File: src/design/rotation_matrix_to_quaternion_unit_defines.svh
// Assertion helpers shared by the rotation matrix to quaternion unit.
`ifndef ROTATION_MATRIX_TO_QUATERNION_UNIT_DEFINES_SVH
`define ROTATION_MATRIX_TO_QUATERNION_UNIT_DEFINES_SVH

// Property checked at every rising clock edge outside reset.
`define R2Q_ASSERT(label, prop, msg) \
  label: assert property (@(posedge clk) disable iff (rst) prop) else $error(msg);

// Condition that must never hold outside reset.
`define R2Q_NEVER(label, cond, msg) \
  label: assert property (@(posedge clk) disable iff (rst) !(cond)) else $error(msg);

`endif

File: src/design/r2q_sqrt.sv
// ----------------------------------------------------------------------------
// r2q_sqrt
// Pipelined integer square root, one result bit per stage, with a side
// payload carried alongside.
// ----------------------------------------------------------------------------
module r2q_sqrt #(
  parameter int ROOT_W = 16,
  parameter int SIDE_W = 8
) (
  input  logic                  clk,
  input  logic                  rst,
  input  logic                  en,
  input  logic                  in_valid,
  input  logic [2*ROOT_W-1:0]   radicand,
  input  logic [SIDE_W-1:0]     in_side,
  output logic                  out_valid,
  output logic [ROOT_W-1:0]     root,
  output logic [SIDE_W-1:0]     out_side
);
  localparam int X_W = 2 * ROOT_W;

  logic [X_W-1:0]    rem  [ROOT_W+1];
  logic [ROOT_W-1:0] acc  [ROOT_W+1];
  logic [SIDE_W-1:0] side [ROOT_W+1];
  logic              vld  [ROOT_W+1];

  assign rem[0]  = radicand;
  assign acc[0]  = '0;
  assign side[0] = in_side;
  assign vld[0]  = in_valid;

  for (genvar s = 0; s < ROOT_W; s++) begin : g_stage
    localparam int K = ROOT_W - 1 - s;
    logic [X_W-1:0] trial;
    assign trial = (X_W'(acc[s]) << (K + 1)) | (X_W'(1) << (2 * K));

    always_ff @(posedge clk) begin
      if (rst) begin
        vld[s+1] <= 1'b0;
      end else if (en) begin
        vld[s+1] <= vld[s];
      end
    end

    always_ff @(posedge clk) begin
      if (en) begin
        side[s+1] <= side[s];
        if (rem[s] >= trial) begin
          rem[s+1] <= rem[s] - trial;
          acc[s+1] <= acc[s] | (ROOT_W'(1) << K);
        end else begin
          rem[s+1] <= rem[s];
          acc[s+1] <= acc[s];
        end
      end
    end
  end

  assign out_valid = vld[ROOT_W];
  assign root      = acc[ROOT_W];
  assign out_side  = side[ROOT_W];

endmodule

File: config.mk
export PLATFORM = sky130hd
export DESIGN_NAME = r2q_sqrt
export DESIGN_NICKNAME = d
export VERILOG_FILES = /design/src/design/rotation_matrix_to_quaternion_unit_defines.svh /design/src/design/r2q_sqrt.sv
export SDC_FILE = /design/constraint.sdc
export NUM_CORES = 1
export LEC_CHECK = 0
export BUFFER_PORTS_ARGS = -buffer_cell sky130_fd_sc_hd__buf_4
export CORE_UTILIZATION = 46
export DETAILED_ROUTE_END_ITERATION = 6
export GPL_ROUTABILITY_DRIVEN = 0
export SLEW_MARGIN = 40
export SYNTH_ARGS = -nofsm -noshare
export SYNTH_HDL_FRONTEND = slang
export SYNTH_SLANG_ARGS = --single-unit
File: constraint.sdc
create_clock -name clk -period 2.9 [get_ports clk]
set_input_delay 0.145 -clock clk [delete_from_list [all_inputs] [get_ports clk]]
set_output_delay 0.145 -clock clk [all_outputs]
set_load 0.02 [all_outputs]
# After elaboration in Yosys (flattened, before gate mapping)
# Cells that the tools add are included.
op_classes:
  n_addsub: 15
  n_lt_le_gt_ge: 16
  n_mux: 16
op_table:
  columns: ["op", "n"]
  rows:
  - ["$mux W32", 15]
  - ["$ge A32 B17 Y1", 1]
  - ["$ge A32 B18 Y1", 1]
  - ["$ge A32 B19 Y1", 1]
  - ["$ge A32 B20 Y1", 1]
  - ["$ge A32 B21 Y1", 1]
  - ["$ge A32 B22 Y1", 1]
  - ["$ge A32 B23 Y1", 1]
  - ["$ge A32 B24 Y1", 1]
  - ["$ge A32 B25 Y1", 1]
  - ["$ge A32 B26 Y1", 1]
  - ["$ge A32 B27 Y1", 1]
  - ["$ge A32 B28 Y1", 1]
  - ["$ge A32 B29 Y1", 1]
  - ["$ge A32 B30 Y1", 1]
  - ["$ge A32 B31 Y1", 1]
  - ["$ge A32 B31 Y1 const B", 1]
  - ["$sub A32 B18 Y32", 1]
  - ["$sub A32 B19 Y32", 1]
  - ["$sub A32 B20 Y32", 1]
  - ["$sub A32 B21 Y32", 1]
  - ["$sub A32 B22 Y32", 1]
  - ["$sub A32 B23 Y32", 1]
  - ["$sub A32 B24 Y32", 1]
  - ["other kinds (9)", 9]
word_totals:
  regBits: 880
  inputBits: 44
  word_cells: 125

# Longest topological paths before layout
logic_depth:
  ltp_word: 2
  mapped_depth: 11
  ltp_nobuf: 10

# Worst setup path after synthesis
# OpenSTA, ideal clock, no wires.
synth_timing:
  path_type: "flip-flop to flip-flop"
  from: "reg rem[312] (netlist name)"
  to: "reg rem[278] (netlist name), data pin"
  arrival_ns: 2.444
  required_time_ns: 2.640
  setup_slack_ns: 0.196
  stages_incl_launch_ff: 8
  path_buffers: 1
  cell_sequence: "edfxtp_1 > ha_1 > or4_4 > nor4_1 > or3b_2 > o21bai_4 > buf_6 > mux2_2"
synth_via:
  elab_chain_len: 2
synth_rtl:
  columns: ["item", "line", "source"]
  rows:
  - ["start, declared", "r2q_sqrt.sv:22", "logic [X_W-1:0] rem [ROOT_W+1];"]
  - ["start signal, assigned by index", "r2q_sqrt.sv:49", "rem[s+1] <= rem[s] - trial;"]
  - ["start signal, assigned by index", "r2q_sqrt.sv:52", "rem[s+1] <= rem[s];"]
  - ["$ge A32 B25 Y1", "r2q_sqrt.sv:48", "if (rem[s] >= trial) begin"]
  - ["$mux W32", "r2q_sqrt.sv:48", null]
# No other way between the ends.
# A chain may end at the register's enable or synchronous reset.

# Worst setup path after layout
layout_timing:
  from: "reg rem[68] (netlist name)"
  to: "reg rem[54] (netlist name), data pin"
layout_via:
  elab_chain_len: 2
layout_rtl:
  columns: ["item", "line"]
  rows:
  - ["$sub A32 B18 Y32 or $ge A32 B18 Y1 (tied branches)", "r2q_sqrt.sv:49, r2q_sqrt.sv:48"]
  - ["$mux W32 *", "r2q_sqrt.sv:48"]
# Every way passes the cells marked *; elsewhere a longest branch is shown, timed or not.

==> qor.txt <==
area grow syn2layout: 16.95%
routed length per placed instance: 16.84 um
Max stage delay on crit path: 0.41 ns
Synth Cell Area: 0.03380 sq mm
final setup margin: 0.08767 ns
main flop type after synthesis: edfxtp_1
GRT Resource Usage Total: 0.1684
hold depth: 2
final cell count without fillers: 3,719
Buf/Inv on CP: 0
Pint: 21,550 uW
most common cell after layout, fill and taps aside: edfxtp_1
clock share of power: 0.355
synthesized flop and latch total: 760
Detail Route Antenna Nets: 0
die area: 0.07456 sq mm
met3 WL post-DR: 1925 um
crit path time final: 2.812 ns
final setup vio count: 0
Inst Count DP: 3,522
R2R Path Start: rem[68]
# IOs: 69
critical path class: flop to flop
placed cell area: 0.03609 sq mm
post-synth top area cell: edfxtp_1
# nets final: 2,891
uppermost layer routed: met4
GRT overflow: 0
count of different cell masters after synthesis: 86
Crit-path slowest cell: nor4b_1
Ant. Diodes: 0
Root Buffer: clkbuf_16
Least-Margin Pin Slew: 0.7264 ns
vias per cell: 5.316
asr flop ratio synth: 0
Hold Vio Cnt, Final: 0
status: complete, no violations
Max Cap Viol: 0
initial antenna violation count: 0
Hold Crit Class: primary input to flop
Initial Utilization: 0.4640
RSZ-0062 raised after global routing: true
final WL: 62,620 um
syn_area_per_cell: 13.79 sq um
Syn. warnings: 0
Post-Layout Inst Area: 0.03953 sq mm
Crit Path Max Fanout: 7
Vias: 19.77k
vias in the first global route: 20.40k
CTS Buf Count: 83
worst rel slew slack: 0.5157
Static Leakage: 0.01483 uW
first-pass GRT wire length: 100,500 um
DRC Markers: 0
Setup crit end kind: flop
pre-CTS setup slack: -0.2096 ns
layout cell share with drive strength beyond 1: 0.1341
worst-skew pair later-pin latency: 0.65 ns
Critical Path RT: 3.28 ns
core area: 0.07283 sq mm
Final HPWL DP: 44,670 um
cells on worst reg2reg path: 8
total negative slack: 0 ns
Worst R2R Setup Slack: 0.09 ns
Die Wd: 273.1 um
P_sw: 7456 uW
Max Freq: 355.6 MHz
PwrDens: 733.8 mW/mm^2
die height: 273.1 um
IO Port Bufs: 68
pin count of the biggest net entering global routing: 99
Setup Skew: 0.04840 ns
number of flops mapped to enable cells by yosys: 744
TritonCTS clock tree: yes
CP Launch Type: flop
row cnt: 99
Pwr Total: 29,010 uW
clock-pin slew on the worst setup and hold paths: 0.06 ns
most frequent cells in the layout: edfxtp_1, inv_1, nor2_1, buf_4, ha_1
combinational fraction of design power: 0.150
DR pass1 iterations: 6
Seq/Total Area, Yosys: 0.6705
synth top area cells: edfxtp_1, ha_1, xnor2_1
Hold EP: rem[493]
Critical Path AT: 3.19 ns
# clock sinks: 760
capturing point of the worst reg2reg path: rem[54]
Synth top area share: 0.6610
power share of the sequential group: 0.495
DRT iter0 DRCs: 1,257
Top delay family on crit path: compound AO/OA/AOI/OAI gates
Bufs on Longest Clock Path: 3
Final Cycle Share: 0.9698
htree depth: 3
switching power share of the total: 0.2571
Synthesized Nets: 2,645
Metal-1 WL: 23,840 um
synthesized instance count: 2,451
hold_sp: radicand[13]
Final Max Slew Viols: 0
cells along the critical path: ha_1 > nor2b_1 > o31a_1 > o21ai_0 > nand3_2 > o2bb2ai_1 > nor4b_1 > xor2_1
met2 WL post-DR: 34,140 um
Fillers: 5,867
maximum VDD drop: 0.4045 mV
synthesized netlist by cell type, drive strengths merged, types with 5 or more instances:
cell	count
or2	11
nand2b	28
nor4	80
nand4b	6
and4	5
ha	150
or4	15
edfxtp	744
nor3	59
nand2	125
a31oi	12
mux2i	25
o31a	6
inv	179
buf	40
clkbuf	18
o21a	22
nand3b	9
o31ai	14
a21oi	110
a2111oi	6
nor2b	23
o21bai	8
and3	10
or3	29
nor4b	23
mux2	23
nand4	27
nand3	37
nor3b	5
xor2	93
a21boi	7
a211oi	14
a21o	28
dfxtp	16
or3b	5
o211ai	10
xnor2	100
o21ai	118
and2	7
nor2	160
kinds of logic (layout without fill, tap and decap cells):
| kind of cell | after synthesis | after routing | synth area share |
|---|---|---|---|
| adder cells (fa/ha/maj) | 150 | 150 | 0.05553 |
| buffers and inverters | 237 | 546 | 0.03036 |
| XOR/XNOR | 193 | 193 | 0.05001 |
| multiplexers | 48 | 48 | 0.01507 |
| flip-flops | 760 | 760 | 0.6705 |
| AND/OR/NAND/NOR | 677 | 677 | 0.1071 |
| AO/OA/AOI/OAI | 386 | 386 | 0.07138 |
worst max-delay path by stage:
stage / from / to / slack (ns) / cells after the start
after global placement: rem[218] / rem[174] / -0.13 / 7
after CTS: rem[68] / rem[43] / 0.003 / 9
after global routing: rem[78] / rem[61] / -0.02 / 9
after detailed placement: rem[76] / rem[61] / -0.21 / 10
after floorplan: rem[312] / rem[278] / 0.20 / 7
final: rem[68] / rem[54] / 0.09 / 8
power by group through the flow:
| stage | combinational, uW | sequential [uW] | clock [uW] |
|---|---|---|---|
| after CTS | 4260 | 14300 | 10600 |
| after global placement | 4030 | 14500 | 0 |
| after detailed placement | 4170 | 14600 | 0 |
| after global routing | 4830 | 14500 | 11000 |
| after floorplan | 2940 | 14300 | 0 |
| final | 4350 | 14400 | 10300 |
repair_timing:
action	4_1_cts	5_1_grt
gates resized for setup	9	37
endpoints found under the setup margin	18	74
pin swaps	0	8
endpoints found under the hold margin	90	0
hold buffers	44	0
gates cloned	0	1
setup buffers	0	4
final cells by class:
cell class              count  area [sq um]  share of cell area
flip-flops and latches    760         22660              0.5733
inverters                 179         671.9             0.01700
clock inverters            48         566.8             0.01434
clock buffers             100          2141             0.05416
well taps                 959          1200             0.03036
multi-input cells        1454         10350              0.2618
repair buffers            219          1939             0.04906
sequential cells by signal (all words and copies together), names as in the netlist:
name       count
out_valid      1
side         120
out_side       8
root          16
vld           15
acc          120
rem          480
through the flow:
stage	utilization	hold WS, ns
6_report	0.5427	0.2226
5_1_grt	0.5427	0.1983
4_1_cts	0.5394	0.1803
3_5_place_dp	0.4956	0.3259
3_3_place_gp	0.4956	0.3249
2_1_floorplan	-	0.2439
layer usage:
metal  track usage  vias to the layer above
li1              -                     9670
met1        0.1713                     9555
met2        0.3272                      380
met3       0.02777                      167
met4       0.08556                        0
met5             0                        -
Power figures use the tool's default switching activity.
