--- config.mk ---
export PLATFORM = sky130hd
export DESIGN_NAME = r2q_front
export DESIGN_NICKNAME = d
export VERILOG_FILES = /design/src/design/rotation_matrix_to_quaternion_unit_defines.svh /design/src/design/r2q_pkg.sv /design/src/design/r2q_front.sv
export SDC_FILE = /design/constraint.sdc
export NUM_CORES = 1
export LEC_CHECK = 0
export ABC_AREA = 1
export BUFFER_PORTS_ARGS = -buffer_cell sky130_fd_sc_hd__buf_2
export CAP_MARGIN = 30
export CORE_MARGIN = 2
export CORE_UTILIZATION = 55
export DETAILED_ROUTE_END_ITERATION = 10
export GPL_ROUTABILITY_DRIVEN = 0
export PLACE_DENSITY = 0.87
export SLEW_MARGIN = 20
export SYNTH_ARGS = -nofsm -noshare
export SYNTH_HDL_FRONTEND = slang
export SYNTH_SLANG_ARGS = --single-unit
--- constraint.sdc ---
create_clock -name vclk -period 15.05
set_input_delay 3.01 -clock vclk [all_inputs]
set_output_delay 3.01 -clock vclk [all_outputs]
set_load 0.02 [all_outputs]
--- src/design/rotation_matrix_to_quaternion_unit_defines.svh ---
// Assertion helpers shared by the rotation matrix to quaternion unit.
`ifndef ROTATION_MATRIX_TO_QUATERNION_UNIT_DEFINES_SVH
`define ROTATION_MATRIX_TO_QUATERNION_UNIT_DEFINES_SVH

// Property checked at every rising clock edge outside reset.
`define R2Q_ASSERT(label, prop, msg) \
  label: assert property (@(posedge clk) disable iff (rst) prop) else $error(msg);

// Condition that must never hold outside reset.
`define R2Q_NEVER(label, cond, msg) \
  label: assert property (@(posedge clk) disable iff (rst) !(cond)) else $error(msg);

`endif

--- src/design/r2q_pkg.sv ---
// ----------------------------------------------------------------------------
// r2q_pkg
// Shared types and constants of the rotation matrix to quaternion unit.
// ----------------------------------------------------------------------------
package r2q_pkg;

  localparam int ELEM_W  = 16;   // matrix entry width
  localparam int COMP_W  = 16;   // quaternion component width
  localparam int TRACE_W = 18;   // trace combination width
  localparam int PAIR_W  = 17;   // off-diagonal sum or difference width
  localparam int IDX_W   = 2;
  localparam int N_ELEM  = 9;
  localparam int N_LANE  = 3;    // components produced by division
  localparam int QUEUE_DEPTH = 4;

  typedef enum logic [IDX_W-1:0] {
    PART_W = 2'd0,
    PART_X = 2'd1,
    PART_Y = 2'd2,
    PART_Z = 2'd3
  } part_t;

  typedef struct packed {
    logic full;
    logic empty;
  } q_status_t;

endpackage

--- src/design/r2q_front.sv ---
// ----------------------------------------------------------------------------
// r2q_front
// Forms the four trace combinations, picks the largest, builds the radicand
// and routes the three off-diagonal pairs to the non-chosen components.
// ----------------------------------------------------------------------------
module r2q_front #(
  parameter int FRAC_BITS = 14,
  parameter int RAD_W     = 18
) (
  input  logic [r2q_pkg::N_ELEM*r2q_pkg::ELEM_W-1:0] mat,
  output logic [RAD_W-1:0]                         rad,
  output logic signed [r2q_pkg::PAIR_W-1:0]        pair0,
  output logic signed [r2q_pkg::PAIR_W-1:0]        pair1,
  output logic signed [r2q_pkg::PAIR_W-1:0]        pair2,
  output r2q_pkg::part_t                           part
);
  import r2q_pkg::*;

  localparam int RS_W = RAD_W + 1;

  logic signed [ELEM_W-1:0]  m [N_ELEM];
  logic signed [TRACE_W-1:0] tw, tx, ty, tz, best;
  logic signed [RS_W-1:0]    rad_s;
  logic signed [PAIR_W-1:0]  pwx, pwy, pwz, pxy, pxz, pyz;

  always_comb begin
    for (int i = 0; i < N_ELEM; i++) begin
      m[i] = mat[i*ELEM_W +: ELEM_W];
    end
  end

  // m[0] m11, m[1] m12, m[2] m13, m[3] m21 ... m[8] m33
  assign tw = TRACE_W'(m[0]) + TRACE_W'(m[4]) + TRACE_W'(m[8]);
  assign tx = TRACE_W'(m[0]) - TRACE_W'(m[4]) - TRACE_W'(m[8]);
  assign ty = TRACE_W'(m[4]) - TRACE_W'(m[0]) - TRACE_W'(m[8]);
  assign tz = TRACE_W'(m[8]) - TRACE_W'(m[0]) - TRACE_W'(m[4]);

  assign pwx = PAIR_W'(m[5]) - PAIR_W'(m[7]);
  assign pwy = PAIR_W'(m[6]) - PAIR_W'(m[2]);
  assign pwz = PAIR_W'(m[1]) - PAIR_W'(m[3]);
  assign pxy = PAIR_W'(m[1]) + PAIR_W'(m[3]);
  assign pxz = PAIR_W'(m[6]) + PAIR_W'(m[2]);
  assign pyz = PAIR_W'(m[5]) + PAIR_W'(m[7]);

  // strict compare keeps the earlier component on a tie
  always_comb begin
    best = tw;
    part = PART_W;
    if (tx > best) begin
      best = tx;
      part = PART_X;
    end
    if (ty > best) begin
      best = ty;
      part = PART_Y;
    end
    if (tz > best) begin
      best = tz;
      part = PART_Z;
    end
  end

  assign rad_s = RS_W'(best) + (RS_W'(1) << FRAC_BITS);
  assign rad   = rad_s[RS_W-1] ? '0 : rad_s[RAD_W-1:0];

  always_comb begin
    unique case (part)
      PART_W: begin
        pair0 = pwx; pair1 = pwy; pair2 = pwz;
      end
      PART_X: begin
        pair0 = pwx; pair1 = pxy; pair2 = pxz;
      end
      PART_Y: begin
        pair0 = pwy; pair1 = pxy; pair2 = pyz;
      end
      default: begin
        pair0 = pwz; pair1 = pxz; pair2 = pyz;
      end
    endcase
  end

endmodule

# Yosys cells after proc, flatten, opt, wreduce, memory -nomap -nowiden
# Index checks and enable logic that the tools add are counted.
# Widths: inputs -> output; s select.
# op_classes
order_cmp	3
muxes	10
n_reduce_logical	3
n_addsub	15
n_eq_ne	2
# ops
cell	n
$pmux 17 s2	3
$sub 16x16->17	6
$mux 18	4
$add 16x16->17	4
$gt 18x18->1	3
$sub 17x16->18	3
$add 18x16->19 const B	1
$add 17x16->18	1
$mux 2	2
$reduce_or 2->1	2
$eq 2x1->1 const B	1
$eq 2x2->1 const B	1
$logic_not 2->1	1
$mux 1	1
# word_totals
word_cells	33
ff_bits	0
output_inout_bits	71

# Logic depth before layout (Yosys ltp)
# logic_depth
word_depth	11
mapped_depth	61
depth_no_buf	56

# Worst setup path before layout
# Ideal clock, no wire load.
# synth_timing
path_type	input to output
start	in mat[1] (netlist name)
end	out pair0[2] (netlist name)
path_stages	56
required_ps	12040
path_buffers	8
setup_slack_ps	209
t_arrival_ps	11831
cell_sequence	inv_1 fa_1 inv_1 ha_1 fa_1 nand2_1 clkinv_1 nand2_1 nand2_4 nand3_1 nand2_1 a31o_2 xor2_1 ha_1 nand2_1 nor4_1 nand4_1 nor3b_4 [... 20 more ...] ha_1 nand2_1 nor2_1 o21ai_0 a31oi_1 nor4_1 o21ai_0 a21oi_1 xor2_1 nand2_1 clkbuf_1 clkbuf_4 o21ai_0 inv_1 ha_1 clkbuf_1 a22oi_1 o21ai_0
# synth_via
elab_chain_len	11
elab_cells_between_ends	21
cone_classes	add/sub (8); order compare (3); eq/ne (2); mux (6); reduce/logical (2)
# synth_lines
element	line	source
start, declared	r2q_front.sv:10	input logic [r2q_pkg::N_ELEM*r2q_pkg::ELEM_W-1:0] mat,
$sub 16x16->17 / $add 16x16->17 (equally long branches)	r2q_front.sv:34, r2q_front.sv:33	
$sub 17x16->18 / $add 17x16->18 (equally long branches)	r2q_front.sv:34, r2q_front.sv:33	
$gt 18x18->1	r2q_front.sv:49	if (tx > best) begin
$mux 18	r2q_front.sv:49	
$gt 18x18->1	r2q_front.sv:53	if (ty > best) begin
$mux 18	r2q_front.sv:53	
$gt 18x18->1	r2q_front.sv:57	if (tz > best) begin
$mux 2 (*)	r2q_front.sv:57	
via part[0]	r2q_front.sv:15	output r2q_pkg::part_t part
$eq 2x1->1 / $logic_not 2->1 (equally long branches)	r2q_front.sv:67	unique case (part)
$reduce_or 2->1 (no line)	--	
$pmux 17 s2 (*)	r2q_front.sv:67	
end, declared	r2q_front.sv:12	output logic signed [r2q_pkg::PAIR_W-1:0] pair0,
# The timed path passes the listed nets; every way through them passes the cells marked *.

# Worst setup path after layout
# layout_timing
start	in mat[3] (netlist name)
end	out pair2[11] (netlist name)
# layout_via
elab_chain_len	10
elab_cells_between_ends	19
cone_classes	add/sub (8); order compare (3); eq/ne (1); mux (6); reduce/logical (1)
# layout_lines
element	line	source
$sub 16x16->17 / $add 16x16->17 (equally long branches)	r2q_front.sv:34, r2q_front.sv:33	
$sub 17x16->18 / $add 17x16->18 (equally long branches)	r2q_front.sv:34, r2q_front.sv:33	
$gt 18x18->1	r2q_front.sv:49	
$mux 18	r2q_front.sv:49	
$gt 18x18->1	r2q_front.sv:53	
$mux 18	r2q_front.sv:53	
$gt 18x18->1	r2q_front.sv:57	
$mux 2 (*)	r2q_front.sv:57	
$eq 2x1->1 / $logic_not 2->1 (equally long branches)	r2q_front.sv:67	
$pmux 17 s2 (*)	r2q_front.sv:67	
end, declared	r2q_front.sv:14	output logic signed [r2q_pkg::PAIR_W-1:0] pair2,
# Mark *: on every way between the ends. The rest lies on a longest branch, timed or not.

==> results.sh <==
export IMPL_outcome="finished, final reports clean"
export IMPL_post_route_period_util_pct=95.6
export IMPL_critPathRequiredTime_ns=12.04
export IMPL_nClkBuffers=0
export IMPL_overflow=0
export IMPL_initial_utilization_pct=55.7
export IMPL_critPathLaunch="mat[3]"
export IMPL_syn_area_sq_um=12100
export IMPL_seqCellArea_sq_um=0
export IMPL_synth_seq_area_share_pct=0
export IMPL_top_level_ports=215
export IMPL_setup_ws_ns=0.659
export IMPL_drc=0
export IMPL_wl_met2_um=17400
export IMPL_drt_initial_drc_count=1420
export IMPL_postSynthCellCount=1876
export IMPL_avgRoutedWirePerCell_um=16.7
export IMPL_worst_slew_margin_rel_pct=44.1
export IMPL_cts_hold_buf=0
export IMPL_crit_arrival_ns=11.38
export IMPL_place_port_buffers=215
export IMPL_fin_cells=2354
export IMPL_hpwl_um=33300
export IMPL_path_max_fanout=16
export IMPL_synth_common_cells="397 x nand2_1, 298 x inv_1, 213 x ha_1"
export IMPL_crit_type="in2out"
export IMPL_hold_ws_ns=6.59
export IMPL_die_h_um=152
export IMPL_slew_violations=0
export IMPL_coreArea_sq_um=21700
export IMPL_num_rows=54
export IMPL_period_needed_ns=14.39
export IMPL_syn_num_nets=2305
export IMPL_grt_pass1_wl_um=62400
export IMPL_synth_top_cell_area_share_pct=22.1
export IMPL_grtUsageTotal_pct=31.9
export IMPL_drt_pre_antenna_iters=6
export IMPL_cp_endpoint="pair2[11]"
export IMPL_synth_cell_types=58
export IMPL_drive_gt1_share_pct=16.5
export IMPL_via_per_inst=5.80
export IMPL_die_x_um=152
export IMPL_avgSynthCellArea_sq_um=6.44
export IMPL_crit_path_start_kind="primary input"
export IMPL_seq_cells=0
export IMPL_yosys_area_top_type="ha_1"
export IMPL_grt_antenna_before_repair=0
export IMPL_vias=13650
export IMPL_grt_pass1_vias=13047
export IMPL_fmax_mhz=69.5
export IMPL_fin_tns_setup_ns=0
export IMPL_dp_cells=2340
export IMPL_nNetsFinal=2504
export IMPL_finalSetupViolations=0
export IMPL_top_layer="met4"
export IMPL_cpMaxStageDelayCell="fa_1"
export IMPL_critical_path_max_stage_delay_ns=0.54
export IMPL_dp_slack_ns=0.124
export IMPL_wl_met1_um=15400
export IMPL_cp_end_kind="output pin"
export IMPL_die_area_sq_um=23200
export IMPL_post_synth_top_count_cell="nand2_1"
export IMPL_grt_max_degree=52
export IMPL_drv_cap=0
export IMPL_hp_class="in2out"
export IMPL_wl_um=39200
export IMPL_synth_area_top_cells="ha_1 22%, nand2_1 12%, fa_1 12%"
export IMPL_worst_slew_pin_slew_ns=0.828
export IMPL_ys_warn_count=0
export IMPL_hold_violations=0
export IMPL_ant_nets=0
export IMPL_wl_met3_um=3960
export IMPL_area_growth_pct=13.1
## kinds of logic after synthesis
| kind of cell | Yosys count | synth area share (%) |
|---|---|---|
| and+or+nand+nor | 706 | 25.7 |
| AOI/OAI and AO/OA | 415 | 20.7 |
| buffers and inverters | 360 | 11.6 |
| adders and majority gates | 285 | 34.0 |
| xor gates and xnor gates | 110 | 8.04 |
## worst min-delay path by stage
stage	from	cells after the start	slack, ns	endpoint
CTS	mat[48]	4	6.57	pair1[0]
global route	mat[48]	4	6.60	pair1[0]
finish	mat[48]	4	6.59	pair1[0]
detailed placement	mat[48]	4	6.57	pair1[0]
global placement	mat[48]	4	6.57	pair1[0]
floorplan	mat[48]	2	6.31	pair1[0]
## worst max-delay path, delay by kind of cell
family,cells,cell delay (ns)
AOI/OAI and AO/OA,16,2.44
xor gates and xnor gates,3,0.71
adders and majority gates,5,1.72
buffers and inverters,9,1.26
and+or+nand+nor,18,2.22
## cells in the final DEF, fill, tap and decap left out, drive strengths merged, types with 12 or more instances in the layout
cell	netlist	final
xnor2	20	20
nand2	415	416
o21ai	94	94
a31oi	12	12
o221ai	16	16
a22oi	17	17
nor3	26	26
nand4	15	15
inv	315	314
xor2	90	90
a21oi	193	193
ha	213	213
o21bai	23	23
buf	18	235
nor2	118	118
nand3	99	100
or2	16	16
fa	72	72
## repair_timing
| item | in CTS | in global routing |
|---|---|---|
| gates resized for setup | 0 | 37 |
| setup endpoints to repair | 0 | 69 |
| buffers inserted | 0 | 10 |
## routing by layer
metal | vias to the layer above | GRT usage (%)
li1 | 6553 | -
met1 | 6162 | 40.1
met4 | 0 | 15.7
met5 | - | 0
met3 | 163 | 4.72
met2 | 772 | 53.5
## per-stage QoR
step	cell area [sq um]	utilization (%)
2_1_floorplan	12100	-
3_3_place_gp	13400	61.7
3_5_place_dp	13400	61.7
4_1_cts	13400	61.7
5_1_grt	13700	63.0
6_report	13700	63.0
## layout make-up
class                      count  area, sq um
inverter                     319         1210
antenna                        1         2.50
tap                          280          350
fill                        1911         8030
multi-input combinational   1518        10800
timing repair buffer         236         1320
Power is left out: the tool's default activity adds up to more than one toggle a clock period on the data nets, which glitch-free logic cannot reach.
