--- config.mk ---
export PLATFORM = sky130hd
export DESIGN_NAME = r2q_div
export DESIGN_NICKNAME = d
export VERILOG_FILES = /design/src/design/rotation_matrix_to_quaternion_unit_defines.svh /design/src/design/r2q_pkg.sv /design/src/design/r2q_div.sv
export SDC_FILE = /design/constraint.sdc
export NUM_CORES = 2
export LEC_CHECK = 0
export BUFFER_PORTS_ARGS = -buffer_cell sky130_fd_sc_hd__buf_2
export CORE_ASPECT_RATIO = 0.8
export CORE_MARGIN = 8
export CORE_UTILIZATION = 60
export DETAILED_ROUTE_END_ITERATION = 6
export GPL_ROUTABILITY_DRIVEN = 0
export PLACE_DENSITY_LB_ADDON = 0.15
export SYNTH_ARGS = -nofsm -noshare
export SYNTH_HDL_FRONTEND = slang
export SYNTH_SLANG_ARGS = --single-unit
export TNS_END_PERCENT = 50
--- constraint.sdc ---
create_clock -name clk -period 4 [get_ports clk]
set_input_delay 0.6 -clock clk [delete_from_list [all_inputs] [get_ports clk]]
set_output_delay 0.6 -clock clk [all_outputs]
set_load 0.02 [all_outputs]
--- src/design/rotation_matrix_to_quaternion_unit_defines.svh ---
// Assertion helpers shared by the rotation matrix to quaternion unit.
`ifndef ROTATION_MATRIX_TO_QUATERNION_UNIT_DEFINES_SVH
`define ROTATION_MATRIX_TO_QUATERNION_UNIT_DEFINES_SVH

// Property checked at every rising clock edge outside reset.
`define R2Q_ASSERT(label, prop, msg) \
  label: assert property (@(posedge clk) disable iff (rst) prop) else $error(msg);

// Condition that must never hold outside reset.
`define R2Q_NEVER(label, cond, msg) \
  label: assert property (@(posedge clk) disable iff (rst) !(cond)) else $error(msg);

`endif

--- src/design/r2q_pkg.sv ---
// ----------------------------------------------------------------------------
// r2q_pkg
// Shared types and constants of the rotation matrix to quaternion unit.
// ----------------------------------------------------------------------------
package r2q_pkg;

  localparam int ELEM_W  = 16;   // matrix entry width
  localparam int COMP_W  = 16;   // quaternion component width
  localparam int TRACE_W = 18;   // trace combination width
  localparam int PAIR_W  = 17;   // off-diagonal sum or difference width
  localparam int IDX_W   = 2;
  localparam int N_ELEM  = 9;
  localparam int N_LANE  = 3;    // components produced by division
  localparam int QUEUE_DEPTH = 4;

  typedef enum logic [IDX_W-1:0] {
    PART_W = 2'd0,
    PART_X = 2'd1,
    PART_Y = 2'd2,
    PART_Z = 2'd3
  } part_t;

  typedef struct packed {
    logic full;
    logic empty;
  } q_status_t;

endpackage

--- src/design/r2q_div.sv ---
// ----------------------------------------------------------------------------
// r2q_div
// Three-lane pipelined divider: pair * 2^FRAC_BITS / (4 * root), truncated
// toward zero and saturated to the component range, one quotient bit a stage.
// ----------------------------------------------------------------------------
module r2q_div #(
  parameter int FRAC_BITS = 14,
  parameter int ROOT_W    = 16,
  parameter int SIDE_W    = 8
) (
  input  logic                                           clk,
  input  logic                                           rst,
  input  logic                                           en,
  input  logic                                           in_valid,
  input  logic [ROOT_W-1:0]                              root,
  input  logic [r2q_pkg::N_LANE*r2q_pkg::PAIR_W-1:0]     pairs,
  input  logic [SIDE_W-1:0]                              in_side,
  output logic                                           out_valid,
  output logic [r2q_pkg::N_LANE*r2q_pkg::COMP_W-1:0]     quots,
  output logic [SIDE_W-1:0]                              out_side
);
  import r2q_pkg::*;

  localparam int QB    = COMP_W - 1;
  localparam int D_W   = ROOT_W + 2;
  localparam int N_W   = PAIR_W + FRAC_BITS;
  localparam int CW    = ((N_W > D_W + QB) ? N_W : D_W + QB) + 1;
  localparam int LAST  = QB + 1;

  logic [CW-1:0]     rem  [N_LANE][LAST+1];
  logic [QB-1:0]     quo  [N_LANE][LAST+1];
  logic              neg  [N_LANE][LAST+1];
  logic              zero [N_LANE][LAST+1];
  logic              ovf  [N_LANE][LAST+1];
  logic [CW-1:0]     dv   [LAST+1];
  logic [SIDE_W-1:0] side [LAST+1];
  logic              vld  [LAST+1];
  logic [COMP_W-1:0] res  [N_LANE];

  // stage 0: magnitudes and scaled numerators
  always_ff @(posedge clk) begin
    if (rst) begin
      vld[0] <= 1'b0;
    end else if (en) begin
      vld[0] <= in_valid;
    end
  end

  always_ff @(posedge clk) begin
    if (en) begin
      dv[0]   <= CW'(root) << 2;
      side[0] <= in_side;
    end
  end

  for (genvar l = 0; l < N_LANE; l++) begin : g_lane
    logic signed [PAIR_W-1:0] p;
    logic [PAIR_W-1:0]        mag;
    assign p   = pairs[l*PAIR_W +: PAIR_W];
    assign mag = p[PAIR_W-1] ? PAIR_W'(-p) : PAIR_W'(p);

    always_ff @(posedge clk) begin
      if (en) begin
        rem[l][0]  <= CW'(mag) << FRAC_BITS;
        quo[l][0]  <= '0;
        neg[l][0]  <= p[PAIR_W-1];
        zero[l][0] <= (p == '0);
        ovf[l][0]  <= 1'b0;
      end
    end

    for (genvar s = 1; s <= LAST; s++) begin : g_stage
      always_ff @(posedge clk) begin
        if (en) begin
          neg[l][s]  <= neg[l][s-1];
          zero[l][s] <= zero[l][s-1];
          if (s == 1) begin
            // quotient of 2^15 or more (or zero divisor) saturates
            ovf[l][s] <= (rem[l][s-1] >= (dv[s-1] << QB));
            rem[l][s] <= rem[l][s-1];
            quo[l][s] <= quo[l][s-1];
          end else begin
            ovf[l][s] <= ovf[l][s-1];
            if (!ovf[l][s-1] && rem[l][s-1] >= (dv[s-1] << (LAST - s))) begin
              rem[l][s] <= rem[l][s-1] - (dv[s-1] << (LAST - s));
              quo[l][s] <= quo[l][s-1] | (QB'(1) << (LAST - s));
            end else begin
              rem[l][s] <= rem[l][s-1];
              quo[l][s] <= quo[l][s-1];
            end
          end
        end
      end
    end

    always_comb begin
      if (zero[l][LAST]) begin
        res[l] = '0;
      end else if (ovf[l][LAST]) begin
        res[l] = neg[l][LAST] ? {1'b1, {QB{1'b0}}} : {1'b0, {QB{1'b1}}};
      end else if (neg[l][LAST]) begin
        res[l] = -{1'b0, quo[l][LAST]};
      end else begin
        res[l] = {1'b0, quo[l][LAST]};
      end
    end

    always_ff @(posedge clk) begin
      if (en) begin
        quots[l*COMP_W +: COMP_W] <= res[l];
      end
    end
  end

  for (genvar s = 1; s <= LAST; s++) begin : g_ctl
    always_ff @(posedge clk) begin
      if (rst) begin
        vld[s] <= 1'b0;
      end else if (en) begin
        vld[s] <= vld[s-1];
      end
    end

    always_ff @(posedge clk) begin
      if (en) begin
        dv[s]   <= dv[s-1];
        side[s] <= side[s-1];
      end
    end
  end

  always_ff @(posedge clk) begin
    if (rst) begin
      out_valid <= 1'b0;
    end else if (en) begin
      out_valid <= vld[LAST];
    end
  end

  always_ff @(posedge clk) begin
    if (en) begin
      out_side <= side[LAST];
    end
  end

endmodule

Word level (Yosys, flattened, before mapping):

Memory sizes are Yosys's and may differ from the RTL's. A register that Yosys moved wholly into a read port is not among the register bits.
Cells that the tools add are included.

* shifts and indexed selects: 0
* magnitude comparators: 48
* multiplexer cells: 395
* reductions and logical operators: 93
* multiply operators: 0
* equal/unequal tests: 0
* bitwise logic cells: 107
* div/mod/pow operators: 0
* add/subtract/negate cells: 51

Operators with widths (number)
* $ge 34x34->1: 48
* $mux 34: 45
* $sub 34x34->34: 45
* $mux 15: 45
* $mux 1: 293
* $mux 16: 9
* $or 1x1->1: 107
* $logic_not 17->1: 3
* $mux 17: 3
* $neg 17->17: 3
* $neg 15->16: 3
* $logic_and 1x1->1: 45
* $logic_not 1->1: 45

* memory bits (read-only): 0
* output and inout port bits: 57
* memories: 8
* memory bits (writable): 3284
* word-level logic and storage cells: 705
* input port bits: 79
* register bits: 48
* latch bits: 0

Memories
* rem: words 3, width 561, read ports 3, clocked after memory_dff 0, write ports 3, line r2q_div.sv:30 `logic [CW-1:0] rem [N_LANE][LAST+1];`
* quo: words 3, width 240, read ports 3, clocked after memory_dff 0, write ports 3, line r2q_div.sv:31 `logic [QB-1:0] quo [N_LANE][LAST+1];`
* dv: words 17, width 34, read ports 16, clocked after memory_dff 0, write ports 17, line r2q_div.sv:35 `logic [CW-1:0] dv [LAST+1];`
* side: words 17, width 8, read ports 17, clocked after memory_dff 1, write ports 17, line r2q_div.sv:36 `logic [SIDE_W-1:0] side [LAST+1];`
* neg: words 3, width 17, read ports 3, clocked after memory_dff 0, write ports 3, line r2q_div.sv:32 `logic neg [N_LANE][LAST+1];`
* zero: words 3, width 17, read ports 3, clocked after memory_dff 0, write ports 3, line r2q_div.sv:33 `logic zero [N_LANE][LAST+1];`
* 2 more memories

Logic depth before layout (Yosys ltp):

An unclocked memory read counts as a cell.

* depth in word-level cells: 7
* mapped depth: 14
* mapped depth without buffers: 12

Worst setup path before layout:

Ideal clock, no wire load.

* kind: flip-flop to flip-flop
* start point: memory dv[0][38] in the netlist's numbering
* end point: memory rem[1][503] in the netlist's numbering (data pin)
* clock period less this slack: 3433 ps
* stages on the path, launching flop included: 13
* path buffers: 1
* path slack: 567 ps
* required time: 3740 ps
* data arrival time: 3174 ps
* cells stage by stage: edfxtp_1 -> inv_1 -> ha_1 -> nor2b_1 -> o31a_1 -> o21ai_1 -> a21oi_1 -> o41ai_1 -> o21ai_1 -> or4_1 -> o311ai_2 -> buf_2 -> mux2_2

RTL lines (line)
* start: declaration: r2q_div.sv:35
* end: declaration: r2q_div.sv:30

==> impl_metrics.csv <==
group,metric,value,unit
pwr,powerDensity,582,nW/um^2
clock_tree,cts_buffers,204,
sta,finalCriticalPeriod,3860,ps
final_layout,layout-drive-gt1-share,0.0905,
floorplanning,fp.dieH,407,microns
routing,wire_per_inst,22.2,microns
yosys,yosys.area.top_type,"edfxtp_1",
floorplanning,fp.dieW,505,microns
sta,fin_setup_tns,0,ps
routing,vias,78500,
pwr,p_seq_frac,0.440,
floorplanning,start_util,0.604,
yosys,netlist_area,115000,sq um
status,violations,"design-rule violations",
clock_tree,clk_pin_slew,60,ps
sta,worst_hold_slack,60.1,ps
sta,setup_viol,0,
worst_setup_path,crit_arrival,4400,ps
yosys,synth_cell_types,96,
pwr,power_frac_comb,0.296,
worst_setup_path,critPathCaptureType,"flop",
yosys,syn_inst,9725,
clock_tree,cts.sinks,2116,
global_routing,grt_pass1_wl,428000,microns
pwr,finalPower,73.4,mW
routing,viasPerCell,6.17,
final_layout,nFillCells,13500,
pwr,p_leak,48.2,nW
routing,firstDrtPassIters,7,
routing,met3_length,24600,microns
pwr,vdd_drop_max,608,uV
yosys,syn-num-nets,10600,
final_layout,final_cells,12700,
worst_setup_path,cp-start-kind,"flop",
yosys,synth_edf_count,2115,
clock_tree,cts_buffer_depth,3,
clock_tree,cts_tree,"done",
yosys,synth_warnings,0,
sta,slew_headroom,0.224,
sta,final-hold-violation-count,0,
routing,dr.first_iter.drc_count,8842,
global_routing,grt_pass1_vias,74300,
routing,top_layer,"met5",
pwr,clkPwrFrac,0.265,
yosys,ys_seq_elements,2116,
clock_tree,post-cts-setup-buffers,0,
clock_tree,h-tree-depth,4,
floorplanning,rows,143,
floorplanning,ioPinCount,136,
clock_tree,clk_latency,860,ps
worst_setup_path,crit_required,4530,ps
worst_setup_path,crit_type,"flop to flop",
floorplanning,design.die.area,205000,sq um
routing,wl_met1,124000,microns
final_layout,syn_to_final_growth,10.1,%
placed_design,dpl.cell_count,12300,
final_layout,utilization,0.665,
yosys,synth_top_area_frac,0.554,
floorplanning,coreArea,190000,sq um
worst_setup_path,cp_max_fo,23,
routing,ant_nets,0,
placed_design,post-dp-hpwl,214000,microns
yosys,synth_top_flop_cell,"edfxtp_1",
sta,fin_crit_sh,0.966,
clock_tree,cts_root_buf,"clkbuf_16",
pwr,swShare,0.328,
pwr,internal_power,49.3,mW
final_layout,fin_nets,10900,
global_routing,grt.overflow.total,0,
sta,max_freq,259,MHz
worst_hold_path,hold_path_class,"input port to flop",
placed_design,port_buffers,135,
routing,wl,283000,microns
global_routing,grt_util_all_layers,0.265,
routing,remaining_drc_errors,21,
sta,finalMaxSlewViolations,0,
sta,max_slew.worst_pin.slew,1160,ps
run,max_cap_viol_count,0,
status,outcome,"finished, violations left",
yosys,synth_area_per_cell,11.8,sq um
sta,skew,83.9,ps
yosys,yosysSeqAreaShare,0.554,
global_routing,antenna_found_initial,11,
pwr,power_switching,24.0,mW
global_routing,grt_start_max_net_pins,184,
sta,rsz0062_at_grt,"false",
yosys,yosys-top-cells-area,"edfxtp_1 (55%), ha_1 (8.3%), xnor2_1 (3.9%), xor2_1 (3.0%), o21ai_0 (2.9%)",
yosys,async_reset_ff_frac,0,
routing,wl_met2,123000,microns
## power groups by stage
stage | Sequential (mW) | Clock [mW] | Combinational [mW]
final | 32.3 | 19.4 | 21.7
after global routing | 32.5 | 20.6 | 23.7
after CTS | 32.2 | 19.8 | 21.3
after detailed placement | 32.6 | 0 | 21.1
after global placement | 32.5 | 0 | 20.4
after floorplan | 31.2 | 0 | 16.0
## synthesized netlist by cell type (all sizes together) (27+ instances only)
cell     count
edfxtp    2115
ha         765
nand2      758
o21ai      674
nor2       637
a21oi      532
xnor2      505
inv        493
xor2       395
a21o       255
nor3       255
clkbuf     217
mux2       217
nand2b     174
nand3      136
nor2b      130
o21a       115
nor4       111
or3        106
nand4      102
o31ai       90
a211oi      64
a31oi       60
and2        58
and3        54
fa          42
o21bai      40
o41ai       40
or2         39
a21boi      37
or4         36
a2111oi     32
o211ai      32
nor3b       31
o31a        29
nand3b      27
## flip-flops by register name (all words and copies together), names as in the netlist
signal     cells
quots         48
vld           17
out_valid      1
dv           256
neg           51
quo          360
out_side       8
rem         1140
ovf           48
side         136
zero          51
## per-stage QoR
step | setup slack (ps) | area [sq um]
floorplan | 567 | 115000
global placement | 222 | 119000
detailed placement | 161 | 119000
CTS | 80.4 | 126000
global route | 6.40 | 126000
finish | 136 | 126000
## cell type report
cell class                      instances  area (sq um)  share of cell area
Multi-Input combinational cell       6873         48500               0.384
Inverter                              495          1860              0.0147
Clock inverter                        138          1550              0.0122
Clock buffer                          244          5260              0.0416
Timing Repair Buffer                  312          2340              0.0186
Sequential cell                      2116         63500               0.503
Tap cell                             2537          3170              0.0252
Antenna cell                            7          17.5            0.000139
## what timing repair did
item | CTS | global route
hold endpoints to repair | 30 | 0
setup endpoints to repair | 0 | 45
resized for setup | 0 | 3
hold buffers | 30 | 0
## logic make-up (layout without fill, tap and decap cells)
group,Yosys count,in the layout,share of synthesized area
other,0,7,0
adders and majority gates,807,807,0.0908
buffers and inverters,736,1189,0.0245
DFF,2116,2116,0.554
muxes,237,237,0.0231
AOI/OAI and AO/OA,2207,2207,0.122
and+or+nand+nor,2722,2722,0.117
xor gates and xnor gates,900,900,0.0687
## cell usage in the layout (no fill, tap or decap), types with 37 or more instances in the layout
| cell type | n |
|---|---|
| buf_4 | 127 |
| and3_1 | 54 |
| o41ai_1 | 37 |
| o31ai_1 | 89 |
| o21a_1 | 115 |
| nand4_1 | 102 |
| a21o_1 | 254 |
| inv_1 | 492 |
| nand3_1 | 136 |
| a21boi_0 | 37 |
| clkinv_1 | 42 |
| clkbuf_16 | 204 |
| nor4_1 | 110 |
| fa_1 | 42 |
| a21oi_1 | 528 |
| clkinv_2 | 44 |
| o21bai_1 | 40 |
| xor2_1 | 395 |
| nor3_1 | 255 |
| nor2b_1 | 130 |
| buf_2 | 134 |
| xnor2_1 | 505 |
| a211oi_1 | 62 |
| edfxtp_1 | 2115 |
| clkbuf_1 | 40 |
| nand2b_1 | 174 |
| nand2_1 | 758 |
| and2_1 | 56 |
| o21ai_0 | 663 |
| or3_1 | 103 |
| a31oi_1 | 58 |
| ha_1 | 765 |
| mux2_2 | 217 |
| nor2_1 | 634 |
| or2_2 | 38 |
## path summary, 6_finish.rpt
| path | startpoint | end | slack (ps) | cells past startpoint |
|---|---|---|---|---|
| max reg2reg | dv[0][141] | rem[2][395] | 140 | 11 |
| min reg2reg | quo[1][97] | quo[1][82] | 370 | 0 |
| max | dv[0][141] | rem[2][395] | 140 | 11 |
| min | pairs[4] | rem[0][548] | 60 | 2 |
## critical path, cell delays in order, from the launching register on
cell and delay [ps]:
edfxtp_1 350, inv_1 110, ha_1 400, and4_1 260
o21ai_0 120, and4_1 220, or4b_2 750, nand3_1 120
o211ai_1 210, a32oi_2 420, buf_12 220, mux2_2 350
## metal layers
metal  global-route usage  vias to the layer above
met4               0.0943                        2
met2                0.408                     3447
met5                    0                        -
li1                     -                    36800
met3               0.0547                      554
met1                0.376                    37700
Note: power is estimated with default switching activity, not from simulation.
