<file path="src/design/rotation_matrix_to_quaternion_unit_defines.svh">
// Assertion helpers shared by the rotation matrix to quaternion unit.
`ifndef ROTATION_MATRIX_TO_QUATERNION_UNIT_DEFINES_SVH
`define ROTATION_MATRIX_TO_QUATERNION_UNIT_DEFINES_SVH

// Property checked at every rising clock edge outside reset.
`define R2Q_ASSERT(label, prop, msg) \
  label: assert property (@(posedge clk) disable iff (rst) prop) else $error(msg);

// Condition that must never hold outside reset.
`define R2Q_NEVER(label, cond, msg) \
  label: assert property (@(posedge clk) disable iff (rst) !(cond)) else $error(msg);

`endif

</file>
<file path="src/design/r2q_pkg.sv">
// ----------------------------------------------------------------------------
// r2q_pkg
// Shared types and constants of the rotation matrix to quaternion unit.
// ----------------------------------------------------------------------------
package r2q_pkg;

  localparam int ELEM_W  = 16;   // matrix entry width
  localparam int COMP_W  = 16;   // quaternion component width
  localparam int TRACE_W = 18;   // trace combination width
  localparam int PAIR_W  = 17;   // off-diagonal sum or difference width
  localparam int IDX_W   = 2;
  localparam int N_ELEM  = 9;
  localparam int N_LANE  = 3;    // components produced by division
  localparam int QUEUE_DEPTH = 4;

  typedef enum logic [IDX_W-1:0] {
    PART_W = 2'd0,
    PART_X = 2'd1,
    PART_Y = 2'd2,
    PART_Z = 2'd3
  } part_t;

  typedef struct packed {
    logic full;
    logic empty;
  } q_status_t;

endpackage

</file>
<file path="src/design/r2q_queue.sv">
// ----------------------------------------------------------------------------
// r2q_queue
// Short queue between the classifying front and the arithmetic back end.
// ----------------------------------------------------------------------------
module r2q_queue #(
  parameter int WIDTH = 8
) (
  input  logic               clk,
  input  logic               rst,
  input  logic               push,
  input  logic [WIDTH-1:0]   wdata,
  input  logic               pop,
  output logic [WIDTH-1:0]   rdata,
  output r2q_pkg::q_status_t status
);
  import r2q_pkg::*;

  localparam int PTR_W = $clog2(QUEUE_DEPTH);
  localparam int CNT_W = $clog2(QUEUE_DEPTH + 1);

  logic [WIDTH-1:0] store [QUEUE_DEPTH];
  logic [PTR_W-1:0] wr_ptr, rd_ptr;
  logic [CNT_W-1:0] count;

  always_ff @(posedge clk) begin
    if (push) begin
      store[wr_ptr] <= wdata;
    end
  end

  always_ff @(posedge clk) begin
    if (rst) begin
      wr_ptr <= '0;
      rd_ptr <= '0;
      count  <= '0;
    end else begin
      if (push) wr_ptr <= wr_ptr + PTR_W'(1);
      if (pop)  rd_ptr <= rd_ptr + PTR_W'(1);
      case ({push, pop})
        2'b10:   count <= count + CNT_W'(1);
        2'b01:   count <= count - CNT_W'(1);
        default: count <= count;
      endcase
    end
  end

  assign rdata        = store[rd_ptr];
  assign status.full  = (count == CNT_W'(QUEUE_DEPTH));
  assign status.empty = (count == '0);

  `include "rotation_matrix_to_quaternion_unit_defines.svh"

  `R2Q_NEVER(a_no_overflow, push && status.full && !pop, "queue written while full")
  `R2Q_NEVER(a_no_underflow, pop && status.empty, "queue read while empty")
  `R2Q_ASSERT(a_count_range, count <= CNT_W'(QUEUE_DEPTH), "queue count out of range")

endmodule

</file>
<file path="config.mk">
export PLATFORM = sky130hd
export DESIGN_NAME = r2q_queue
export DESIGN_NICKNAME = d
export VERILOG_FILES = /design/src/design/r2q_pkg.sv /design/src/design/r2q_queue.sv
export VERILOG_INCLUDE_DIRS = /design/src /design/src/design
export SDC_FILE = /design/constraint.sdc
export NUM_CORES = 1
export LEC_CHECK = 0
export ABC_AREA = 1
export ABC_CLOCK_PERIOD_IN_PS = 2700
export BUFFER_PORTS_ARGS = -buffer_cell sky130_fd_sc_hd__buf_4
export CORE_ASPECT_RATIO = 1.5
export CORE_MARGIN = 3
export CORE_UTILIZATION = 54
export DETAILED_ROUTE_END_ITERATION = 10
export PLACE_DENSITY = 0.81
export SYNTH_ARGS = -nofsm -noshare
export SYNTH_HDL_FRONTEND = slang
export SYNTH_SLANG_ARGS = --single-unit
</file>
<file path="constraint.sdc">
create_clock -name clk -period 2.7 [get_ports clk]
set_input_delay 0.405 -clock clk [delete_from_list [all_inputs] [get_ports clk]]
set_output_delay 0.405 -clock clk [all_outputs]
set_load 0.01 [all_outputs]
</file>
### Yosys cells after proc, flatten, opt, wreduce, memory -nomap -nowiden

Memory sizes are Yosys's and may differ from the RTL's. A register that Yosys moved wholly into a read port is not among the register bits.
Cells that the tools add are included.

| storage, ports and cells | value |
|---|---|
| register bits | 7 |
| memories kept | 1 |
| word-level logic and storage cells | 18 |
| bits of input ports | 12 |
| bits in writable memories | 32 |

Memory list:

| name | depth | bits a word | read ports | clocked after Yosys merged registers in | write ports | line | source |
|---|---|---|---|---|---|---|---|
| store | 4 | 8 | 1 | 1 | 1 | r2q_queue.sv:21 | `logic [WIDTH-1:0] store [QUEUE_DEPTH];` |

| cells by class | value |
|---|---|
| equal/unequal tests | 3 |
| multiplexer cells | 5 |
| reduce and logical (&&, ||, !) cells | 2 |
| $add $sub $neg | 4 |

Operators by type and width:

| operator | number |
|---|---|
| case mux 3 bit (2 select lines) | 1 |
| adder 2 x 1 -> 2 bit (second input constant) | 2 |
| 2-to-1 mux 2 bit | 2 |
| adder 3 x 1 -> 3 bit (second input constant) | 1 |
| == test 3 bit (second input constant) | 1 |
| logical NOT 3 bit | 1 |
| subtractor 3 x 1 -> 3 bit (second input constant) | 1 |
| == test 2 x 1 -> 1 bit (second input constant) | 1 |
| == test 2 bit (second input constant) | 1 |
| 2-to-1 mux 1 bit | 2 |
| nonzero test 2 bit | 1 |

### Depth between registers and ports, before layout

Gate-level depths: netlist of run 1.

| depth | value |
|---|---|
| depth in word-level cells | 3 |
| depth in mapped cells | 10 |

### Least setup slack after synthesis of run 1

No wires, ideal clock.

| timing path | value |
|---|---|
| path kind | input to register |
| from | input push |
| to | register count[2] |
| buffers on the path | 0 |
| setup slack | 1232 ps |
| arrival | 1359 ps |
| required time | 2590 ps |
| stages | 10 |
| cell sequence | inv_1 -> ha_1 -> inv_1 -> fa_1 -> inv_1 -> nand2_1 -> nand3_1 -> nand2_1 -> inv_1 -> nor2_1 |

| between the ends | value |
|---|---|
| longest elaborated chain between the ends | 2 |

RTL lines:

| element | line | source |
|---|---|---|
| start: declaration | r2q_queue.sv:10 | `input logic push,` |
| == test 2 x 1 -> 1 bit or == test 2 bit (tied branches) | r2q_queue.sv:39 | `case ({push, pop})` |
| case mux 3 bit (2 select lines) or nonzero test 2 bit (tied branches) | - |  |
| end signal: assignment | r2q_queue.sv:40 | `2'b10: count <= count + CNT_W'(1);` |
| end signal: assignment | r2q_queue.sv:41 | `2'b01: count <= count - CNT_W'(1);` |
| end signal: assignment | r2q_queue.sv:42 | `default: count <= count;` |
| end: declaration | r2q_queue.sv:23 | `logic [CNT_W-1:0] count;` |

Parallel ways exist; a longest one is shown, timed or not.
A chain may end at the register's enable or synchronous reset.

==> reports/qor_table.md, run 1 <==
| Quantity | This run |
|:---|:---|
| Total negative setup slack | 0 ps |
| Number of cells upsized or downsized after cts | 0 |
| Count of input and output buffers | 21 |
| Peak ir drop on the vdd network | 469.7 uV |
| Routed wire length | 2755 um |
| Starting density of the core | 58.67% |
| Master cell of the clock root buffer | sky130_fd_sc_hd__clkbuf_8 |
| Area growth from synthesis to layout | 16.96% |
| Hold Worst Slack | 301.2 ps |
| Result of the run | finished clean |
| CTS Buf Count | 5 |
| Count of H-tree levels built during CTS | 2 |
| Startpoint type of the worst setup path | flip-flop |
| First-pass GRT wire length | 4402 um |
| Number of stages on the worst setup path | 4 |
| Final clock skew | 3.802 ps |
| Yosys warns | 0 |
| Summed area of non-filler cells in the final layout | 1916 um^2 |
| Number of stages on the worst hold path | 1 |
| Hold_buf cts | 0 |
| Setup repair after global routing missed its margin | no |
| Shortest clock period the worst path allows after layout | 1878 ps |
| Number of pins exceeding their max-slew limit in the final report | 0 |
| Clk sink count | 41 |
| Number of buffer and inverter instances along the worst setup path | 2 |
| I/O pin count | 22 |
| Number of antenna violations at the first check in global routing | 0 |
| Critical path peak fanout | 9 |
| R2R cell count | 7 |
| Final setup violating endpoints | 0 |
| Areal power density over the cells | 667.3 nW/um^2 |
| Post-CTS setup buffer count | 0 |
| GR Util All Layers | 16.59% |
| Most common library cell in the layout ignoring fill and taps | sky130_fd_sc_hd__edfxtp_1 |
| Die X | 50.97 um |
| Synth Cell Area | 1638 um^2 |
| Cell with the biggest individual delay on the critical path | sky130_fd_sc_hd__dfxtp_1 |
| Weighted congestion at the end of routability-driven global placement | 0.7559 |
| Area enclosed by the die boundary | 3743 um^2 |
| Number of vias after detailed routing | 1049 |
| Slowest cell delay on critical path | 500 ps |
| CP top delay family | flip-flops |
| CTS tree | yes |
| Startpoint-to-endpoint class of the critical path | reg -> out |
| Share of cells above drive strength 1 | 21.60% |
| Via-per-instance ratio | 5.271 |
| Highest attainable clock frequency | 532.4 MHz |
| Pleak | 0.7701 nW |
| Number of search-and-repair iterations in the first detailed-routing pass | 4 |
| Sequential-to-total area share from yosys stat | 69.67% |
| Worst slew margin relative to its limit | 76.16% |
| #FFs+latches synth | 41 |
| Rows | 23 |
| Number of global-route vias before repair | 1070 |
| N_diodes | 0 |
| Clock Path Buffers | 2 |
| Largest net degree at the start of global routing | 17 |
| Cell seen most often among critical-path stages | sky130_fd_sc_hd__buf_4 |
| Number of design-rule violations left by the first detailed-router iteration | 23 |
| Clock slew seen by the registers of the worst setup and hold paths | 80 ps |
| HPWL after DPL | 1933 um |
| Ordered cell list for the critical path | buf_4 > o21ai_0 > o22ai_1 > buf_4 |
| Type of the tightest min-delay check | in -> reg |
| Fin. Hold Viols | 0 |
| Number of nets with antenna violations after routing | 0 |
| Max-cap viol count | 0 |
| Total congestion overflow after global routing | 0 |
| Count of cell types in the netlist | 18 |
| Most used cells in the layout excluding fill and tap cells | 32 x sky130_fd_sc_hd__edfxtp_1, 22 x sky130_fd_sc_hd__buf_4, 18 x sky130_fd_sc_hd__o21ai_0 |
| Die H | 73.45 um |
| Endpoint type of the worst setup path | output port |
| Transition time at the pin with the least slew margin | 357.2 ps |
| Later-pin clock latency in the skew report | 300 ps |
| Core ar. | 2791 um^2 |
| DRC viols | 0 |
| Data arrival, critical path | 1470 ps |
| Data required time of the worst path | 2300 ps |
| Cells after synthesis | 134 |
| Synthesized net count | 152 |
| Syn Area/Cell | 12.22 um^2 |
| Final critical-path share of the clock period | 69.56% |
| Total cell area at the placement stage | 1827 um^2 |
| Number of fill cells in the layout | 209 |
| Net count of the finished layout | 179 |
| Wire length per cell after detailed routing | 13.84 um |
==> stage by stage <==
stage               instances  total power [mW]  utilization [%]  worst slack [ps]
finish                    199             1.278            68.62             821.8
global route              199             1.320            68.62             704.7
CTS                       199             1.281            68.62             809.6
detailed placement        191            0.9021            65.44             985.4
global placement          191            0.8899            65.44              1057
floorplan                 134            0.8291                -              1232
==> metal layers <==
metal	GRT usage, %	wire length, um	vias up
met5	0	0	-
li1	-	-	518
met2	30.56	1545	27
met4	7.485	41	0
met1	16.30	1013	499
met3	5.680	156	5
==> power breakdown <==
group          internal (mW)  total (mW)  switching, mW  leakage (nW)
Sequential             0.713       0.730         0.0168         0.369
Clock                  0.182       0.392          0.210        0.0450
Combinational         0.0670       0.156         0.0890         0.356
Total                  0.962        1.28          0.316         0.770
==> flip-flops by register name, summed over array words and instances (netlist names), named ones only <==
name and flops:
rd_ptr 2, wr_ptr 2, store 32, count 3
==> area by class of cell <==
type,instances,area (um^2),share of cell area (%)
clock inverter,3,20.02,1.045
timing repair buffer,22,165.2,8.622
multi-input combinational,73,406.6,21.23
inverter,18,67.56,3.527
sequential,41,1141,59.57
tap,37,46.29,2.417
clock buffer,5,68.82,3.592
==> cells in the mapped netlist <==
cell / count / area, um^2
sky130_fd_sc_hd__edfxtp_1: 32 / 960.9
sky130_fd_sc_hd__o21ai_0: 18 / 90.09
sky130_fd_sc_hd__inv_1: 17 / 63.81
sky130_fd_sc_hd__nor2_1: 17 / 63.81
sky130_fd_sc_hd__dfxtp_1: 9 / 180.2
sky130_fd_sc_hd__nand2_1: 9 / 33.78
sky130_fd_sc_hd__o22ai_1: 8 / 50.05
sky130_fd_sc_hd__a21oi_1: 5 / 25.02
sky130_fd_sc_hd__ha_1: 5 / 62.56
sky130_fd_sc_hd__buf_6: 2 / 22.52
sky130_fd_sc_hd__nor2_2: 2 / 12.51
sky130_fd_sc_hd__nor3_1: 2 / 10.01
sky130_fd_sc_hd__o21ai_1: 2 / 10.01
sky130_fd_sc_hd__o21ai_2: 2 / 17.52
sky130_fd_sc_hd__fa_1: 1 / 20.02
sky130_fd_sc_hd__inv_2: 1 / 3.750
sky130_fd_sc_hd__nand3_1: 1 / 5.000
sky130_fd_sc_hd__nand4_1: 1 / 6.260
==> path summary, 6_finish.rpt <==
path	startpoint	to	slack, ps
worst max-delay path	flip-flop	rdata[7]	820
worst min-delay path	wdata[6]	store[2][6]	300
worst max register to register	count[0]	count[2]	1370
worst min register to register	rd_ptr[1]	rd_ptr[1]	460
==> kinds of logic after synthesis <==
| kind of cell | synth area share [%] |
|---|---|
| adders and majority gates | 5.042 |
| AOI/OAI and AO/OA | 11.77 |
| and+or+nand+nor | 8.021 |
| DFF | 69.67 |
| buffers and inverters | 5.500 |
Power figures use the tool's default switching activity.
==> run 2: changes to the inputs <==
ABC_CLOCK_PERIOD_IN_PS = 1700   (was 2700)
CORE_UTILIZATION = 50   (was 54)
PLACE_DENSITY = 0.8   (was 0.81)
clock period = 1.7 ns   (was 2.7 ns; I/O delays follow)
==> reports/qor_table.md, run 2 (same netlist as run 1, synthesis figures left out) <==
| Quantity | This run | Delta |
|:---|:---|:---|
| Cell seen most often among critical-path stages | sky130_fd_sc_hd__buf_4 |  |
| Endpoint type of the worst setup path | output port |  |
| Final critical-path share of the clock period | 92.29% |  |
| First-pass GRT wire length | 4291 um | -2.5% |
| Most common library cell in the layout ignoring fill and taps | sky130_fd_sc_hd__edfxtp_1 |  |
| Largest regs | store x32, count x3 |  |
| Clk sink count | 41 | unchanged |
| Area growth from synthesis to layout | 19.79% |  |
| Later-pin clock latency in the skew report | 290 ps | about the same |
| Transition time at the pin with the least slew margin | 374.6 ps | +17.45 ps |
| Wire length per cell after detailed routing | 13.14 um | -5.1% |
| Data required time of the worst path | 1440 ps | -860 ps |
| Die H | 76.10 um | +3.6% |
| Number of cells upsized or downsized after cts | 1 | +1 |
| CP top delay family | flip-flops |  |
| Top register by number of flip-flops | store |  |
| Data arrival, critical path | 1310 ps | -160 ps |
| HPWL after DPL | 1885 um | -2.5% |
| Slowest cell delay on critical path | 390 ps | -110 ps |
| Number of global-route vias before repair | 998 | -6.7% |
| Fin. Hold Viols | 0 | unchanged |
| Number of fill cells in the layout | 234 | +12% |
| N_diodes | 0 | unchanged |
| DRC viols | 0 | unchanged |
| CTS tree | yes |  |
| Total negative setup slack | 0 ps | unchanged |
| Number of antenna violations at the first check in global routing | 0 | unchanged |
| Critical path peak fanout | 8 | -1 |
| Overall power consumption | 2.190 mW | +71% |
| Core ar. | 3033 um^2 | +8.7% |
| Count of input and output buffers | 21 | unchanged |
| GR Util All Layers | 14.78% | -1.8 points |
| I/O pin count | 22 | unchanged |
| Result of the run | finished clean |  |
| Number of search-and-repair iterations in the first detailed-routing pass | 4 | unchanged |
| Share of cells above drive strength 1 | 23.93% | +2.3 points |
| Pleak | 0.7888 nW | +2.4% |
| Ordered cell list for the critical path | buf_4 > o21ai_0 > o22ai_1 > buf_4 |  |
| Post-CTS setup buffer count | 0 | unchanged |
| Final setup violating endpoints | 0 | unchanged |
| Starting density of the core | 54.00% | -4.7 points |
| Highest attainable clock frequency | 637.4 MHz |  |
| Via-per-instance ratio | 5.079 | -3.6% |
| Number of design-rule violations left by the first detailed-router iteration | 39 | +70% |
| CTS Buf Count | 5 | unchanged |
| Die X | 52.73 um | +3.5% |
| Most used cells in the layout excluding fill and tap cells | 32 x sky130_fd_sc_hd__edfxtp_1, 23 x sky130_fd_sc_hd__buf_4, 18 x sky130_fd_sc_hd__o21ai_0 |  |
| Clock slew seen by the registers of the worst setup and hold paths | 70 ps | about the same |
| Number of buffer and inverter instances along the worst setup path | 2 | unchanged |
| Register area | 1144 um^2 | +0.22% |
| Peak ir drop on the vdd network | 962.9 uV | +100% |
| Max FFs per register | 32 | unchanged |
| Total congestion overflow after global routing | 0 | unchanged |
| Type of the tightest min-delay check | in -> reg |  |
| Worst slew margin relative to its limit | 75.00% | -1.2 points |
| Number of nets with antenna violations after routing | 0 | unchanged |
| Setup repair after global routing missed its margin | no |  |
| Count of H-tree levels built during CTS | 2 | unchanged |
| Master cell of the clock root buffer | sky130_fd_sc_hd__clkbuf_8 |  |
| Cell with the biggest individual delay on the critical path | sky130_fd_sc_hd__dfxtp_2 |  |
| Final clock skew | 4.270 ps | +0.4684 ps |
| Hold_buf cts | 0 | unchanged |
| Shortest clock period the worst path allows after layout | 1569 ps |  |
| Hold Worst Slack | 162.5 ps | -138.7 ps |
| Number of vias after detailed routing | 1026 | -2.2% |
| Largest net degree at the start of global routing | 17 | unchanged |
| Startpoint type of the worst setup path | flip-flop |  |
| Max-cap viol count | 0 | unchanged |
| Startpoint-to-endpoint class of the critical path | reg -> out |  |
| Area enclosed by the die boundary | 4012 um^2 | +7.2% |
| Clock Path Buffers | 2 | unchanged |
| Number of pins exceeding their max-slew limit in the final report | 0 | unchanged |
| Routed wire length | 2654 um | -3.7% |
| Footprint of the multi-input gates | 406.6 um^2 | unchanged |
| Areal power density over the cells | 1116 nW/um^2 | +67% |
| Weighted congestion at the end of routability-driven global placement | 0.7079 | -6.4% |
| Net count of the finished layout | 180 | +0.56% |
| Rows | 24 | +4.3% |
run 2: cell count changes in the layout (fill, tap and decap cells not counted), sizes merged:
cell | previous run | this run
bufinv | 0 | 1
buf | 22 | 23
clkbuf | 5 | 6
inv | 20 | 18
run 2: per-stage QoR:
| step | setup slack (ps) | utilization, % | cell area (um^2) | cells |
|---|---|---|---|---|
| 4_1_cts | 46.24 | 64.52 | 1957 | 202 |
| 3_5_place_dp | 124.2 | 60.56 | 1837 | 194 |
| 2_1_floorplan | 381.7 | - | 1638 | 134 |
| 3_3_place_gp | 208.8 | 60.56 | 1837 | 194 |
| 6_report | 131.2 | 64.69 | 1962 | 202 |
| 5_1_grt | 51.15 | 64.69 | 1962 | 202 |
run 2: where the power goes:
group          total, mW  leakage [nW]  internal (mW)  switching (mW)
Combinational      0.249         0.362          0.108           0.141
Clock              0.781        0.0574          0.477           0.305
Sequential          1.16         0.369           1.13          0.0262
run 2: worst paths after layout:
kind / to / slack (ps) / startpoint / depth (start not counted)
worst min-delay path: store[1][6] / 160 / wdata[6] / 1
worst min register to register: flip-flop / 450 / rd_ptr[1] / 1
worst max register to register: count[2] / 370 / count[0] / 8
worst max-delay path: rdata[6] / 130 / flip-flop / 4
run 2: per-layer routing:
metal / wire, um / vias up / share of wire, % / GRT usage [%]
li1: - / 523 / - / -
met1: 1007 / 472 / 38 / 14.63
met2: 1471 / 24 / 55 / 26.49
met3: 115 / 7 / 4.3 / 3.914
met4: 61 / 0 / 2.3 / 7.673
met5: 0 / - / 0 / 0
run 2: cell type report:
cell class | count | share of cell area, %
timing repair buffer | 23 | 8.801
multi-input combinational | 73 | 20.73
inverter | 18 | 3.571
tap | 39 | 2.487
clock buffer | 6 | 4.209
sequential | 41 | 58.29
clock inverter | 2 | 1.913
